**src/rtl/core/tsvf_pkg.sv**
```systemverilog
`timescale 1ns / 1ps
`default_nettype none

package tsvf_pkg;

   // control register indexes on the csr port
   localparam logic [2:0] CSR_NUMBER_NONBLANK  = 3'd0;
   localparam logic [2:0] CSR_NUMBER_ALL       = 3'd1;
   localparam logic [2:0] CSR_SQUASH_BLANK     = 3'd2;
   localparam logic [2:0] CSR_MARK_LINE_END    = 3'd3;
   localparam logic [2:0] CSR_CARET_TAB        = 3'd4;
   localparam logic [2:0] CSR_SHOW_NONPRINTING = 3'd5;

   // character codes
   localparam logic [7:0] CHR_TAB    = 8'h09;
   localparam logic [7:0] CHR_NL     = 8'h0A;
   localparam logic [7:0] CHR_SPACE  = 8'h20;
   localparam logic [7:0] CHR_DOLLAR = 8'h24;
   localparam logic [7:0] CHR_DASH   = 8'h2D;
   localparam logic [7:0] CHR_QMARK  = 8'h3F;
   localparam logic [7:0] CHR_CTRL   = 8'h40;
   localparam logic [7:0] CHR_I      = 8'h49;
   localparam logic [7:0] CHR_M      = 8'h4D;
   localparam logic [7:0] CHR_CARET  = 8'h5E;
   localparam logic [6:0] CHR_DEL    = 7'h7F;
   localparam logic [3:0] DIGIT_HI   = 4'h3;
   localparam logic [3:0] BCD_NINE   = 4'd9;

   typedef struct packed {
      logic number_nonblank;
      logic number_all;
      logic squash_blank;
      logic mark_line_end;
      logic caret_tab;
      logic show_nonprinting;
   } tsvf_cfg_type;

   // classified request: optional number prefix plus up to four body bytes
   typedef struct packed {
      logic            numbered;
      logic [1:0]      last_idx;
      logic [3:0][7:0] chars;
   } tsvf_body_type;

endpackage

`default_nettype wire

```
**src/rtl/core/tsvf_front.sv**
```systemverilog
`timescale 1ns / 1ps
`default_nettype none

module tsvf_front #(
   parameter int COUNT_DIGITS = 10
) (
   input  wire                        clock,
   input  wire                        reset,
   input  wire tsvf_pkg::tsvf_cfg_type cfg,
   input  wire                        req_valid,
   input  wire                        req_stall,
   input  wire  [7:0]                 req_in_byte,
   input  wire                        req_file_start,
   output logic                       push,
   output tsvf_pkg::tsvf_body_type    push_body,
   output logic [4*COUNT_DIGITS-1:0]  push_digits
);
   import tsvf_pkg::*;

   localparam int NUM_W = 4 * COUNT_DIGITS;

   logic             prev_nl_ff, prev_nl_in;
   logic             squeezing_ff, squeezing_in;
   logic [NUM_W-1:0] line_num_ff, line_num_in;

   logic             accept, nl;
   logic             eff_prev, eff_sq, sq_keep, drop, do_num;
   logic [NUM_W-1:0] eff_num, num_inc;
   logic             carry;
   logic [3:0]       dig;
   logic [6:0]       low7;
   logic [7:0]       t0, t1;
   logic             two;
   tsvf_body_type    body;

   assign accept = req_valid && !req_stall;
   assign nl     = (req_in_byte == CHR_NL);

   // file start puts the line state back to its reset values first
   assign eff_prev = req_file_start ? 1'b1 : prev_nl_ff;
   assign eff_sq   = req_file_start ? 1'b0 : squeezing_ff;
   assign eff_num  = req_file_start ? '0 : line_num_ff;

   // squeeze handling: a newline right after a squeezed blank line is dropped
   assign sq_keep = cfg.squash_blank && nl && eff_sq;
   assign drop    = cfg.squash_blank && nl && eff_prev && sq_keep;
   assign do_num  = eff_prev && (cfg.number_nonblank ? !nl : cfg.number_all);

   // bcd increment, wraps to zero after all nines
   always_comb begin
      carry   = 1'b1;
      num_inc = eff_num;
      dig     = '0;
      for (int i = 0; i < COUNT_DIGITS; i++) begin
         dig = eff_num[4*i +: 4];
         if (carry) begin
            num_inc[4*i +: 4] = (dig == BCD_NINE) ? 4'd0 : dig + 4'd1;
         end
         carry = carry && (dig == BCD_NINE);
      end
   end

   // caret form of the low seven bits
   assign low7 = req_in_byte[6:0];
   always_comb begin
      if (low7 < 7'd32) begin
         t0  = CHR_CARET;
         t1  = {1'b0, low7} + CHR_CTRL;
         two = 1'b1;
      end else if (low7 == CHR_DEL) begin
         t0  = CHR_CARET;
         t1  = CHR_QMARK;
         two = 1'b1;
      end else begin
         t0  = {1'b0, low7};
         t1  = {1'b0, low7};
         two = 1'b0;
      end
   end

   // body bytes of the request
   always_comb begin
      body          = '0;
      body.numbered = do_num;
      body.chars    = {4{req_in_byte}};
      body.last_idx = 2'd0;
      if (nl) begin
         if (cfg.mark_line_end) begin
            body.chars[0] = CHR_DOLLAR;
            body.chars[1] = CHR_NL;
            body.last_idx = 2'd1;
         end
      end else if (req_in_byte == CHR_TAB) begin
         if (cfg.caret_tab) begin
            body.chars[0] = CHR_CARET;
            body.chars[1] = CHR_I;
            body.last_idx = 2'd1;
         end
      end else if (cfg.show_nonprinting) begin
         if (req_in_byte[7]) begin
            body.chars[0] = CHR_M;
            body.chars[1] = CHR_DASH;
            body.chars[2] = t0;
            body.chars[3] = t1;
            body.last_idx = two ? 2'd3 : 2'd2;
         end else begin
            body.chars[0] = t0;
            body.chars[1] = t1;
            body.last_idx = two ? 2'd1 : 2'd0;
         end
      end
   end

   // next line state
   always_comb begin
      prev_nl_in   = prev_nl_ff;
      squeezing_in = squeezing_ff;
      line_num_in  = line_num_ff;
      if (accept && !drop) begin
         prev_nl_in   = nl;
         squeezing_in = (cfg.squash_blank && nl && eff_prev) ? 1'b1 : sq_keep;
         line_num_in  = do_num ? num_inc : eff_num;
      end
   end

   always_ff @(posedge clock) begin
      if (reset) begin
         prev_nl_ff   <= 1'b1;
         squeezing_ff <= 1'b0;
         line_num_ff  <= '0;
      end else begin
         prev_nl_ff   <= prev_nl_in;
         squeezing_ff <= squeezing_in;
         line_num_ff  <= line_num_in;
      end
   end

   assign push        = accept && !drop;
   assign push_body   = body;
   assign push_digits = do_num ? num_inc : eff_num;

endmodule

`default_nettype wire

```
**src/rtl/core/tsvf_queue.sv**
```systemverilog
`timescale 1ns / 1ps
`default_nettype none

module tsvf_queue #(
   parameter int WIDTH = 8,
   parameter int DEPTH = 4
) (
   input  wire              clock,
   input  wire              reset,
   input  wire              push,
   input  wire  [WIDTH-1:0] push_data,
   input  wire              pop,
   output logic             full,
   output logic             head_valid,
   output logic [WIDTH-1:0] head_data
);
   localparam int PTR_W = (DEPTH > 1) ? $clog2(DEPTH) : 1;
   localparam int CNT_W = $clog2(DEPTH + 1);

   logic [WIDTH-1:0] entry_ff [DEPTH];
   logic [PTR_W-1:0] wr_ptr_ff, wr_ptr_in;
   logic [PTR_W-1:0] rd_ptr_ff, rd_ptr_in;
   logic [CNT_W-1:0] count_ff, count_in;

   // pointer and fill count
   always_comb begin
      wr_ptr_in = wr_ptr_ff;
      rd_ptr_in = rd_ptr_ff;
      count_in  = count_ff;
      if (push) begin
         wr_ptr_in = (wr_ptr_ff == PTR_W'(DEPTH - 1)) ? '0 : wr_ptr_ff + 1'b1;
      end
      if (pop) begin
         rd_ptr_in = (rd_ptr_ff == PTR_W'(DEPTH - 1)) ? '0 : rd_ptr_ff + 1'b1;
      end
      if (push && !pop) begin
         count_in = count_ff + 1'b1;
      end else if (pop && !push) begin
         count_in = count_ff - 1'b1;
      end
   end

   always_ff @(posedge clock) begin
      if (reset) begin
         wr_ptr_ff <= '0;
         rd_ptr_ff <= '0;
         count_ff  <= '0;
      end else begin
         wr_ptr_ff <= wr_ptr_in;
         rd_ptr_ff <= rd_ptr_in;
         count_ff  <= count_in;
      end
   end

   // entry storage
   always_ff @(posedge clock) begin
      if (push) begin
         entry_ff[wr_ptr_ff] <= push_data;
      end
   end

   assign full       = (count_ff == CNT_W'(DEPTH));
   assign head_valid = (count_ff != '0);
   assign head_data  = entry_ff[rd_ptr_ff];

endmodule

`default_nettype wire

```
**src/rtl/core/tsvf_back.sv**
```systemverilog
`timescale 1ns / 1ps
`default_nettype none

module tsvf_back #(
   parameter int COUNT_DIGITS = 10,
   parameter int PAD_WIDTH    = 6
) (
   input  wire                        clock,
   input  wire                        reset,
   input  wire                        head_valid,
   input  wire tsvf_pkg::tsvf_body_type head_body,
   input  wire  [4*COUNT_DIGITS-1:0]  head_digits,
   output logic                       pop,
   output logic                       rsp_valid,
   input  wire                        rsp_stall,
   output logic [7:0]                 rsp_out_byte,
   output logic                       rsp_last_of_run
);
   import tsvf_pkg::*;

   localparam int NUM_W    = 4 * COUNT_DIGITS;
   localparam int NUM_MAX  = (COUNT_DIGITS > PAD_WIDTH) ? COUNT_DIGITS : PAD_WIDTH;
   localparam int LAST_MAX = NUM_MAX + 4;
   localparam int POS_W    = $clog2(LAST_MAX + 1);

   logic             cur_valid_ff, cur_valid_in;
   tsvf_body_type    cur_body_ff, cur_body_in;
   logic [NUM_W-1:0] cur_digits_ff, cur_digits_in;
   logic [POS_W-1:0] pos_ff, pos_in;
   logic             out_valid_ff, out_valid_in;
   logic [7:0]       out_byte_ff, out_byte_in;
   logic             out_last_ff, out_last_in;

   logic [POS_W-1:0] sig, num_len, pre_len, last_pos, dig_pos, body_pos;
   logic [3:0]       dig;
   logic [7:0]       ch;
   logic             is_last, advance, load;

   // count of significant digits, at least one
   always_comb begin
      sig = POS_W'(1);
      for (int i = 1; i < COUNT_DIGITS; i++) begin
         if (cur_digits_ff[4*i +: 4] != 4'd0) begin
            sig = POS_W'(i + 1);
         end
      end
   end

   assign num_len  = (sig > POS_W'(PAD_WIDTH)) ? sig : POS_W'(PAD_WIDTH);
   assign pre_len  = cur_body_ff.numbered ? num_len + 1'b1 : '0;
   assign last_pos = pre_len + POS_W'(cur_body_ff.last_idx);
   assign is_last  = (pos_ff == last_pos);
   assign dig_pos  = num_len - 1'b1 - pos_ff;
   assign body_pos = pos_ff - pre_len;

   // digit under the current column
   always_comb begin
      dig = '0;
      for (int i = 0; i < COUNT_DIGITS; i++) begin
         if (dig_pos == POS_W'(i)) begin
            dig = cur_digits_ff[4*i +: 4];
         end
      end
   end

   // character at the current position of the run
   always_comb begin
      if (pos_ff < pre_len) begin
         if (pos_ff == num_len) begin
            ch = CHR_TAB;
         end else if (dig_pos >= sig) begin
            ch = CHR_SPACE;
         end else begin
            ch = {DIGIT_HI, dig};
         end
      end else begin
         ch = cur_body_ff.chars[body_pos[1:0]];
      end
   end

   // run sequencing: refill from the queue as the last byte leaves
   assign advance = !out_valid_ff || !rsp_stall;
   assign load    = !cur_valid_ff || (advance && is_last);
   assign pop     = load && head_valid;

   always_comb begin
      cur_valid_in  = cur_valid_ff;
      cur_body_in   = cur_body_ff;
      cur_digits_in = cur_digits_ff;
      pos_in        = pos_ff;
      out_valid_in  = out_valid_ff;
      out_byte_in   = out_byte_ff;
      out_last_in   = out_last_ff;
      if (advance) begin
         out_valid_in = cur_valid_ff;
         out_byte_in  = ch;
         out_last_in  = is_last;
      end
      if (load) begin
         cur_valid_in  = head_valid;
         cur_body_in   = head_body;
         cur_digits_in = head_digits;
         pos_in        = '0;
      end else if (advance) begin
         pos_in = pos_ff + 1'b1;
      end
   end

   always_ff @(posedge clock) begin
      if (reset) begin
         cur_valid_ff <= 1'b0;
         out_valid_ff <= 1'b0;
         pos_ff       <= '0;
      end else begin
         cur_valid_ff <= cur_valid_in;
         out_valid_ff <= out_valid_in;
         pos_ff       <= pos_in;
      end
   end

   always_ff @(posedge clock) begin
      cur_body_ff   <= cur_body_in;
      cur_digits_ff <= cur_digits_in;
      out_byte_ff   <= out_byte_in;
      out_last_ff   <= out_last_in;
   end

   assign rsp_valid       = out_valid_ff;
   assign rsp_out_byte    = out_byte_ff;
   assign rsp_last_of_run = out_last_ff;

endmodule

`default_nettype wire

```
**src/rtl/core/text_stream_visible_filter.sv**
```systemverilog
`timescale 1ns / 1ps
`default_nettype none

// channel | handshake            | payload
// --------+----------------------+-------------------------------------
// req     | req_valid, req_stall | req_in_byte[7:0], req_file_start
// rsp     | rsp_valid, rsp_stall | rsp_out_byte[7:0], rsp_last_of_run
// csr     | csr_valid, csr_ready | csr_index[2:0], csr_wdata
//
// a request is classified in the cycle it is taken; the back end sends one
// byte per cycle unless rsp_stall is high; a request producing n bytes (1 to 15)
// occupies the output for all n; single-byte requests stream at one per cycle
// the four-entry queue between front and back sets how far the input runs ahead
// reset is synchronous; csr_ready is always high, option registers clear to zero
// rsp_stall holds the output register; req_stall rises only when the queue is full

module text_stream_visible_filter #(
   parameter int COUNT_DIGITS = 10,
   parameter int PAD_WIDTH    = 6
) (
   input  wire        clock,
   input  wire        reset,
   input  wire        req_valid,
   output logic       req_stall,
   input  wire  [7:0] req_in_byte,
   input  wire        req_file_start,
   output logic       rsp_valid,
   input  wire        rsp_stall,
   output logic [7:0] rsp_out_byte,
   output logic       rsp_last_of_run,
   input  wire        csr_valid,
   output logic       csr_ready,
   input  wire  [2:0] csr_index,
   input  wire        csr_wdata
);
   import tsvf_pkg::*;

   localparam int NUM_W    = 4 * COUNT_DIGITS;
   localparam int BODY_W   = $bits(tsvf_body_type);
   localparam int ENTRY_W  = BODY_W + NUM_W;
   localparam int Q_DEPTH  = 4;

   tsvf_cfg_type     cfg_ff, cfg_in;
   logic             push, pop, q_full, head_valid;
   tsvf_body_type    push_body, head_body;
   logic [NUM_W-1:0] push_digits, head_digits;
   logic [ENTRY_W-1:0] head_entry;

   // control registers
   assign csr_ready = 1'b1;

   always_comb begin
      cfg_in = cfg_ff;
      if (csr_valid && csr_ready) begin
         unique case (csr_index)
            CSR_NUMBER_NONBLANK:  cfg_in.number_nonblank  = csr_wdata;
            CSR_NUMBER_ALL:       cfg_in.number_all       = csr_wdata;
            CSR_SQUASH_BLANK:     cfg_in.squash_blank     = csr_wdata;
            CSR_MARK_LINE_END:    cfg_in.mark_line_end    = csr_wdata;
            CSR_CARET_TAB:        cfg_in.caret_tab        = csr_wdata;
            CSR_SHOW_NONPRINTING: cfg_in.show_nonprinting = csr_wdata;
            default:              cfg_in = cfg_ff;
         endcase
      end
   end

   always_ff @(posedge clock) begin
      if (reset) begin
         cfg_ff <= '0;
      end else begin
         cfg_ff <= cfg_in;
      end
   end

   assign req_stall = q_full;

   // front: line state and classification
   tsvf_front #(
      .COUNT_DIGITS (COUNT_DIGITS)
   ) u_front (
      .clock          (clock),
      .reset          (reset),
      .cfg            (cfg_ff),
      .req_valid      (req_valid),
      .req_stall      (req_stall),
      .req_in_byte    (req_in_byte),
      .req_file_start (req_file_start),
      .push           (push),
      .push_body      (push_body),
      .push_digits    (push_digits)
   );

   // queue between classification and output sequencing
   tsvf_queue #(
      .WIDTH (ENTRY_W),
      .DEPTH (Q_DEPTH)
   ) u_queue (
      .clock      (clock),
      .reset      (reset),
      .push       (push),
      .push_data  ({push_body, push_digits}),
      .pop        (pop),
      .full       (q_full),
      .head_valid (head_valid),
      .head_data  (head_entry)
   );

   assign head_body   = head_entry[ENTRY_W-1 -: BODY_W];
   assign head_digits = head_entry[NUM_W-1:0];

   // back: one output byte per cycle while rsp_stall is low
   tsvf_back #(
      .COUNT_DIGITS (COUNT_DIGITS),
      .PAD_WIDTH    (PAD_WIDTH)
   ) u_back (
      .clock           (clock),
      .reset           (reset),
      .head_valid      (head_valid),
      .head_body       (head_body),
      .head_digits     (head_digits),
      .pop             (pop),
      .rsp_valid       (rsp_valid),
      .rsp_stall       (rsp_stall),
      .rsp_out_byte    (rsp_out_byte),
      .rsp_last_of_run (rsp_last_of_run)
   );

endmodule

`default_nettype wire

```
**config.mk**
```make
export PLATFORM = sky130hd
export DESIGN_NAME = text_stream_visible_filter
export DESIGN_NICKNAME = d
export VERILOG_FILES = /design/src/rtl/core/tsvf_pkg.sv /design/src/rtl/core/tsvf_front.sv /design/src/rtl/core/tsvf_queue.sv /design/src/rtl/core/tsvf_back.sv /design/src/rtl/core/text_stream_visible_filter.sv
export SDC_FILE = /design/constraint.sdc
export NUM_CORES = 1
export LEC_CHECK = 0
export ABC_AREA = 1
export BUFFER_PORTS_ARGS = -buffer_cell sky130_fd_sc_hd__clkbuf_2
export CAP_MARGIN = 20
export CORE_MARGIN = 1.5
export CORE_UTILIZATION = 50
export DETAILED_ROUTE_END_ITERATION = 6
export GPL_TIMING_DRIVEN = 0
export PLACE_DENSITY = 0.66
export SLEW_MARGIN = 40
export SYNTH_ARGS = -nofsm -noshare
export SYNTH_HDL_FRONTEND = slang
export SYNTH_SLANG_ARGS = --single-unit
```
**constraint.sdc**
```tcl
create_clock -name clock -period 5.4 [get_ports clock]
set_input_delay 0.54 -clock clock [delete_from_list [all_inputs] [get_ports clock]]
set_output_delay 0.54 -clock clock [all_outputs]
set_load 0.05 [all_outputs]
```
After elaboration in Yosys (flattened, before gate mapping):

Memories as Yosys holds them, arrays and structs flattened. A register that Yosys moved wholly into a read port is not among the register bits.
Index checks and enable logic that the tools add are counted.

* RAM bits: 300
* input bits: 18
* register bits: 70
* output and inout port bits: 12
* memories: 1

Memories
* u_queue.entry_ff: depth 4, width 75, rd ports 1, clocked after Yosys merged registers in 1, wr ports 1, line tsvf_queue.sv:20 `logic [WIDTH-1:0] entry_ff [DEPTH];`

* reductions and logical operators: 49
* equal/unequal tests: 32
* $lt $le $gt $ge: 5
* mux-type cells: 79
* add/sub/neg operators: 21

Operators by type and width (count)
* $mux 4: 34
* $mux 16: 8
* $mux 40: 2
* $add 4x1->4 const B: 12
* $eq 4x4->1 const B: 12
* $mux 8: 5
* $reduce_bool 4->1: 9
* $mux 34: 1
* $logic_and 1x1->1: 19
* $mux 3: 6
* $bmux 8 s2: 1
* $eq 4x3->1 const B: 4
* $eq 8x4->1 const B: 2
* $mux 2: 7
* $mux 7: 2
* $mux 1: 12
* $reduce_and 2->1: 6
* $eq 3x3->1 const B: 3
* $add 7x7->8 const B: 1
* $eq 4x2->1 const B: 2
* $eq 4x4->1: 2
* $logic_not 1->1: 8
* $eq 7x7->1 const B: 1
* $lt 7x6->1 const B: 1
* 22 further kinds: 26

Depth between registers and ports, before layout:

* depth in word-level cells: 28
* depth in mapped cells: 33
* mapped depth without buffers: 33

Hierarchy:

A second synthesis with hierarchy kept.

* cells, all modules: 1862
* area total of the unflattened synthesis: 20427.1 µm²

Modules (own cells, without submodules)
* tsvf_queue: cells each 785, times used 1, area each 12185.4 µm²
* tsvf_back: cells each 399, times used 1, area each 4361.7 µm²
* tsvf_front: cells each 633, times used 1, area each 3574.7 µm²
* text_stream_visible_filter: cells each 45, times used 1, area each 305.3 µm²

Worst setup path before layout:

OpenSTA, ideal clock, no wires.

* kind: input to register
* start: in req_in_byte[7]
* end: mem u_queue.entry_ff[0][0] (netlist name), enable pin
* arrival time: 4495 ps
* path slack: 396 ps
* data required time: 4891 ps
* stages on the path: 9
* path through: inv_1 -> nand3_1 -> nor4_4 -> nand2_1 -> inv_1 -> nand4_1 -> nand2_1 -> clkbuf_1 -> nor2_1

* longest elaborated chain between the ends: 8
* elaborated cells on any way between the ends: 9
* those cells by class: eq/ne: 1; mux: 2; reduce/logical: 6

RTL lines
* start, declared: line text_stream_visible_filter.sv:25 `input wire [7:0] req_in_byte,`
* $eq 8x4->1 (*): line tsvf_front.sv:37 `assign nl = (req_in_byte == CHR_NL);`
* $logic_and 1x1->1 (*): line tsvf_front.sv:45, tsvf_front.sv:46
* $logic_and 1x1->1 (on tied branches): line tsvf_front.sv:46, tsvf_front.sv:45
* $logic_and 1x1->1 (*): line tsvf_front.sv:46 `assign drop = cfg.squash_blank && nl && eff_prev && sq_keep;`
* $logic_not 1->1 (*): line tsvf_front.sv:138 `assign push = accept && !drop;`
* $logic_and 1x1->1 (*): line tsvf_front.sv:138
* $mux 1 (*): line tsvf_queue.sv:57 `if (push) begin`
* $mux 1 (not written as such) (*): line tsvf_queue.sv:58 `entry_ff[wr_ptr_ff] <= push_data;`
* end, declared: line tsvf_queue.sv:20

Mark *: on every way between the ends. The rest lies on a longest branch, timed or not.

Final worst setup path:

* start: reg u_back.cur_digits_ff[21], read port of u_queue.entry_ff
* end: reg u_queue.count_ff[1]

* longest elaborated chain between the ends: 18
* elaborated cells on any way between the ends: 20
* those cells by class: add/sub: 2; order compare: 1; eq/ne: 1; mux: 8; reduce/logical: 8

RTL lines
* start, declared: line tsvf_back.sv:28 `logic [NUM_W-1:0] cur_digits_ff, cur_digits_in;`
* $reduce_bool 4->1 (*): line tsvf_back.sv:43 `if (cur_digits_ff[4*i +: 4] != 4'd0) begin`
* $mux 3 (*) (2 in series): line tsvf_back.sv:43
* $mux 4 (*) (3 in series): line tsvf_back.sv:43
* $gt 4x3->1: line tsvf_back.sv:49 `assign num_len = (sig > POS_W'(PAD_WIDTH)) ? sig : POS_W'(PAD_WIDTH);`
* $mux 4 (*): line tsvf_back.sv:49
* $add 4x1->4 (*): line tsvf_back.sv:50 `assign pre_len = cur_body_ff.numbered ? num_len + 1'b1 : '0;`
* $mux 4 (*): line tsvf_back.sv:50
* $add 4x2->4 (*): line tsvf_back.sv:51 `assign last_pos = pre_len + POS_W'(cur_body_ff.last_idx);`
* $eq 4x4->1 (*): line tsvf_back.sv:52 `assign is_last = (pos_ff == last_pos);`
* $logic_and 1x1->1 (*): line tsvf_back.sv:83 `assign load = !cur_valid_ff || (advance && is_last);`
* $logic_or 1x1->1 (*): line tsvf_back.sv:83
* via u_back.load: line tsvf_back.sv:37 `logic is_last, advance, load;`
* $logic_and 1x1->1 (*): line tsvf_back.sv:84 `assign pop = load && head_valid;`
* $logic_not 1->1 (*): line tsvf_queue.sv:36 `if (push && !pop) begin`
* $logic_and 1x1->1 (*): line tsvf_queue.sv:36
* $mux 3 (*): line tsvf_queue.sv:36
* via u_queue.count_in[1]: line tsvf_queue.sv:23 `logic [CNT_W-1:0] count_ff, count_in;`
* end signal, assigned: line tsvf_queue.sv:51 `count_ff <= count_in;`
* end, declared: line tsvf_queue.sv:23

Mark *: on every way through the listed nets, which the timed path passes. The rest lies on a longest branch.
A chain may end at the register's enable or synchronous reset.

==> results.yml <==
status:
  run_status: "finished clean"
yosys:
  syn-mean-instance-area_um2: 11.0
  synth_area_um2: 19100
  syn_inst: 1738
  yosysWarnings: 0
  number_of_enable_flip_flop_cells_after_synthesis: 384
  number_of_storage_elements_in_the_synthesis_netlist: 445
  async_reset_ff_share_pct: 0
  yosysSeqAreaShare_pct: 66.6
  post_synth_num_cell_types: 52
  syn-num-nets: 1780
  synth_flop_cell: "sky130_fd_sc_hd__edfxtp_1"
global_route:
  number_of_antenna_violations_at_the_first_check_in_global_routing: 3
  groute.usage.overall_pct: 24.3
  maximum_number_of_pins_on_one_net_before_global_route_repair: 63
  via_count_of_the_first_global_routing_pass: 12591
  grt_first_pass_wirelength_mm: 71.5
  grt-ovfl-total: 0
critical_path:
  cp.required_ns: 5.85
  rr_startpoint: "u_back.cur_digits_ff[21]$_DFFE_PP_"
  cp.arrival_ns: 5.39
  critical_path.endpoint_type: "flip-flop"
  regToRegSetupSlack_ns: 0.47
  worstPathMaxFanout: 62
  path_class: "flip-flop to flip-flop"
  r2r-end: "u_queue.count_ff[1]$_SDFFE_PP0P_"
  crit_path_start_kind: "flip-flop"
  r2r.worst_path.cells: 24
cts:
  cts-root-to-sink-buffers: 3
  clkSinkCount: 445
  tritoncts: "built"
  cts.htree.levels: 2
  cts.reportedPaths.clkPinSlew_ns: 0.06
  holdBufCountCts: 0
  clock_latency_ns: 0.58
  cts-root-buf: "sky130_fd_sc_hd__clkbuf_16"
  cts_buffer_count: 46
routing:
  ant_nets: 0
  routed_wirelength_mm: 46.9
  routed-via-count: 13405
  dr.first_iter.drc_count: 1327
  drcViolationCount: 0
  firstDrtPassIters: 7
  avgViaCountPerCell: 5.63
  wl_per_cell_um: 19.7
worst_hold_path:
  holdCritPathClass: "input pin to flip-flop"
  holdPathStages: 3
  holdCritStartpoint: "csr_index[1]"
  hold_path_end: "cfg_ff[3]$_SDFFE_PP0P_"
timing:
  rsz0062_at_grt: "no"
  timing.max_slew.rel_slack_pct: 39.8
  hold_violations: 0
  achievable-frequency_mhz: 203
  final-setup-viol-count: 0
  slew_violations: 0
  tightest_pin_transition_ns: 0.893
  final_period_minus_worst_setup_slack_ns: 4.93
  layout_worst_path_cycle_share_pct: 91.4
  worst_clock_skew_ns: 0.0203
power_and_ir_drop:
  design_power_total_mw: 11.6
  ir_worst_vdd_uv: 290
  power.share.combinational_pct: 29.9
  part_of_the_power_in_the_clock_network_pct: 27.2
  p_int_mw: 7.53
  power_switching_mw: 4.04
  p_sw_share_pct: 34.9
  p_leak_nw: 8.11
  seq_power_share_pct: 42.9
  power.density_cell_area_nw_per_um2: 528
floorplanning:
  rows: 71
  start_util_pct: 50.8
  die_x_um: 199
  core_ar_um2: 37700
  die_area_um2: 39500
  chipHeight_um: 199
  pin_count: 30
finish:
  final_area_um2: 21900
  mostFrequentLayoutCell: "sky130_fd_sc_hd__edfxtp_1"
  commonest_non_fill_non_tap_cells_in_the_layout: "sky130_fd_sc_hd__edfxtp_1 (384), sky130_fd_sc_hd__nor2_1 (261), sky130_fd_sc_hd__o21ai_0 (220)"
  nFillCells: 3161
  final_net_count: 1878
  area.growth.synth_to_final_pct: 14.5
  layout_cells_sized_above_1_pct: 10.2
  layoutNonFillerInstCount: 2383
  layout.core_utilization_pct: 58.2
placement:
  numPlacedInstances: 2297
  finalWeightedCongestion: 0.896
  postPlaceCellArea_um2: 20400
  port-buffer-count: 27
  detailed_place_hpwl_mm: 32.3
flow_run:
  max_cap_violations: 0
[flip-flops by register name, indices dropped and copies added (netlist names)]
name,cells
u_queue.entry_ff,300
u_back.cur_digits_ff,40
u_front.line_num_ff,40
u_back.cur_body_ff,35
u_back.rsp_out_byte,8
cfg_ff,6
u_back.pos_ff,4
u_queue.count_ff,3
u_queue.rd_ptr_ff,2
u_queue.wr_ptr_ff,2
u_back.cur_valid_ff,1
u_back.rsp_last_of_run,1
u_back.rsp_valid,1
u_front.prev_nl_ff,1
u_front.squeezing_ff,1
[synth_stat cells (4+ instances only)]
cell type	number	share of area [%]
sky130_fd_sc_hd__a211oi_1	4	0.16
sky130_fd_sc_hd__o22ai_1	81	2.6
sky130_fd_sc_hd__or2_2	5	0.16
sky130_fd_sc_hd__nor3_1	15	0.39
sky130_fd_sc_hd__dfxtp_1	61	6.4
sky130_fd_sc_hd__clkbuf_1	74	1.5
sky130_fd_sc_hd__o21ai_1	10	0.26
sky130_fd_sc_hd__ha_1	20	1.3
sky130_fd_sc_hd__a21oi_1	75	2.0
sky130_fd_sc_hd__o21ai_0	220	5.8
sky130_fd_sc_hd__nor2_2	13	0.42
sky130_fd_sc_hd__nand3_1	37	0.97
sky130_fd_sc_hd__fa_1	4	0.42
sky130_fd_sc_hd__xor2_1	15	0.69
sky130_fd_sc_hd__nor4_1	8	0.26
sky130_fd_sc_hd__nand2_1	164	3.2
sky130_fd_sc_hd__xnor2_1	6	0.27
sky130_fd_sc_hd__nor2_4	12	0.71
sky130_fd_sc_hd__edfxtp_1	384	60
sky130_fd_sc_hd__nand4_1	21	0.69
sky130_fd_sc_hd__inv_1	173	3.4
sky130_fd_sc_hd__nor2_1	265	5.2
sky130_fd_sc_hd__nand2_2	14	0.46
sky130_fd_sc_hd__a31oi_1	4	0.13
[per-layer routing]
layer / up-vias / global-route usage, % / part of all wire, %
met2: 563 / 36.2 / 44
met4: 4 / 8.33 / 2.7
met3: 104 / 4.97 / 8.5
li1: 6298 / - / -
met5: - / 0 / 0.068
met1: 6436 / 35.5 / 45
[final cells by class]
cell class / instances / area [um^2] / area share (%)
Antenna cell: 2 / 5.00 / 0.0228
Buffer: 84 / 343 / 1.56
Clock buffer: 64 / 1300 / 5.94
Clock inverter: 18 / 196 / 0.896
Inverter: 176 / 661 / 3.01
Multi-Input combinational cell: 1033 / 5450 / 24.9
Sequential cell: 445 / 12800 / 58.2
Tap cell: 511 / 639 / 2.92
Timing Repair Buffer: 50 / 578 / 2.64
[power by group through the flow]
stage          combinational, mW  sequential, mW  clock, mW
6_report                    3.46            4.96       3.15
3_5_place_dp                3.41            5.02          0
2_1_floorplan               2.10            5.05          0
4_1_cts                     3.44            4.96       3.19
3_3_place_gp                3.19            5.10          0
5_1_grt                     3.83            5.02       3.33
[cells by family after synthesis]
group,synth area share [%]
and+or+nand+nor,13.9
DFF,66.6
AOI/OAI and AO/OA,11.6
buffers and inverters,5.24
adders and majority gates,1.73
xor gates and xnor gates,0.961
other,0.0196
[per-stage QoR]
stage                     setup TNS [ns]  hold slack [ns]  worst slack (ns)
after floorplan                        0            0.424             0.396
after global placement           -856.83            0.450             -3.01
after detailed placement               0            0.450             0.376
after CTS                              0            0.276             0.344
after global routing                   0            0.294            0.0320
final                                  0            0.298             0.467
[how the worst max path moves through the flow]
stage               cells past startpoint                          startpoint                           endpoint
finish                                 24  u_back.cur_digits_ff[21]$_DFFE_PP_   u_queue.count_ff[1]$_SDFFE_PP0P_
global route                           29  u_back.cur_digits_ff[12]$_DFFE_PP_   u_queue.count_ff[2]$_SDFFE_PP0P_
CTS                                    30   u_back.cur_digits_ff[8]$_DFFE_PP_   u_queue.count_ff[1]$_SDFFE_PP0P_
floorplan                               9                      req_in_byte[7]   u_queue.entry_ff[0][0]$_DFFE_PP_
global placement                       10                      req_in_byte[7]  u_queue.entry_ff[3][64]$_DFFE_PP_
detailed placement                     30   u_back.cur_digits_ff[8]$_DFFE_PP_   u_queue.count_ff[1]$_SDFFE_PP0P_
[worst max-delay path: stages (launching register included)]
cell and delay (ns):
sky130_fd_sc_hd__edfxtp_1 0.40, sky130_fd_sc_hd__nor4_1 0.45, sky130_fd_sc_hd__nand2_1 0.13, sky130_fd_sc_hd__nand2_1 0.08, sky130_fd_sc_hd__nand2_1 0.06, sky130_fd_sc_hd__nand2_1 0.06
sky130_fd_sc_hd__nand2_1 0.04, sky130_fd_sc_hd__nand2_1 0.15, sky130_fd_sc_hd__nand2_1 0.15, sky130_fd_sc_hd__ha_1 0.31, sky130_fd_sc_hd__nand2_1 0.12, sky130_fd_sc_hd__inv_1 0.09
sky130_fd_sc_hd__fa_1 0.38, sky130_fd_sc_hd__xnor2_1 0.15, sky130_fd_sc_hd__xor2_1 0.17, sky130_fd_sc_hd__nor3_1 0.19, sky130_fd_sc_hd__nand4_1 0.27, sky130_fd_sc_hd__nand2_8 0.19
sky130_fd_sc_hd__buf_16 0.28, sky130_fd_sc_hd__nand2_1 0.17, sky130_fd_sc_hd__ha_1 0.21, sky130_fd_sc_hd__inv_1 0.10, sky130_fd_sc_hd__fa_1 0.41, sky130_fd_sc_hd__o21ai_0 0.16
sky130_fd_sc_hd__nor2_1 0.06
[timing repair]
action,in CTS,in global routing
setup endpoints to repair,0,2
setup buffers,0,2
hold endpoints to repair,0,0
resized for setup,0,0
(Power assumes the default switching activity.)
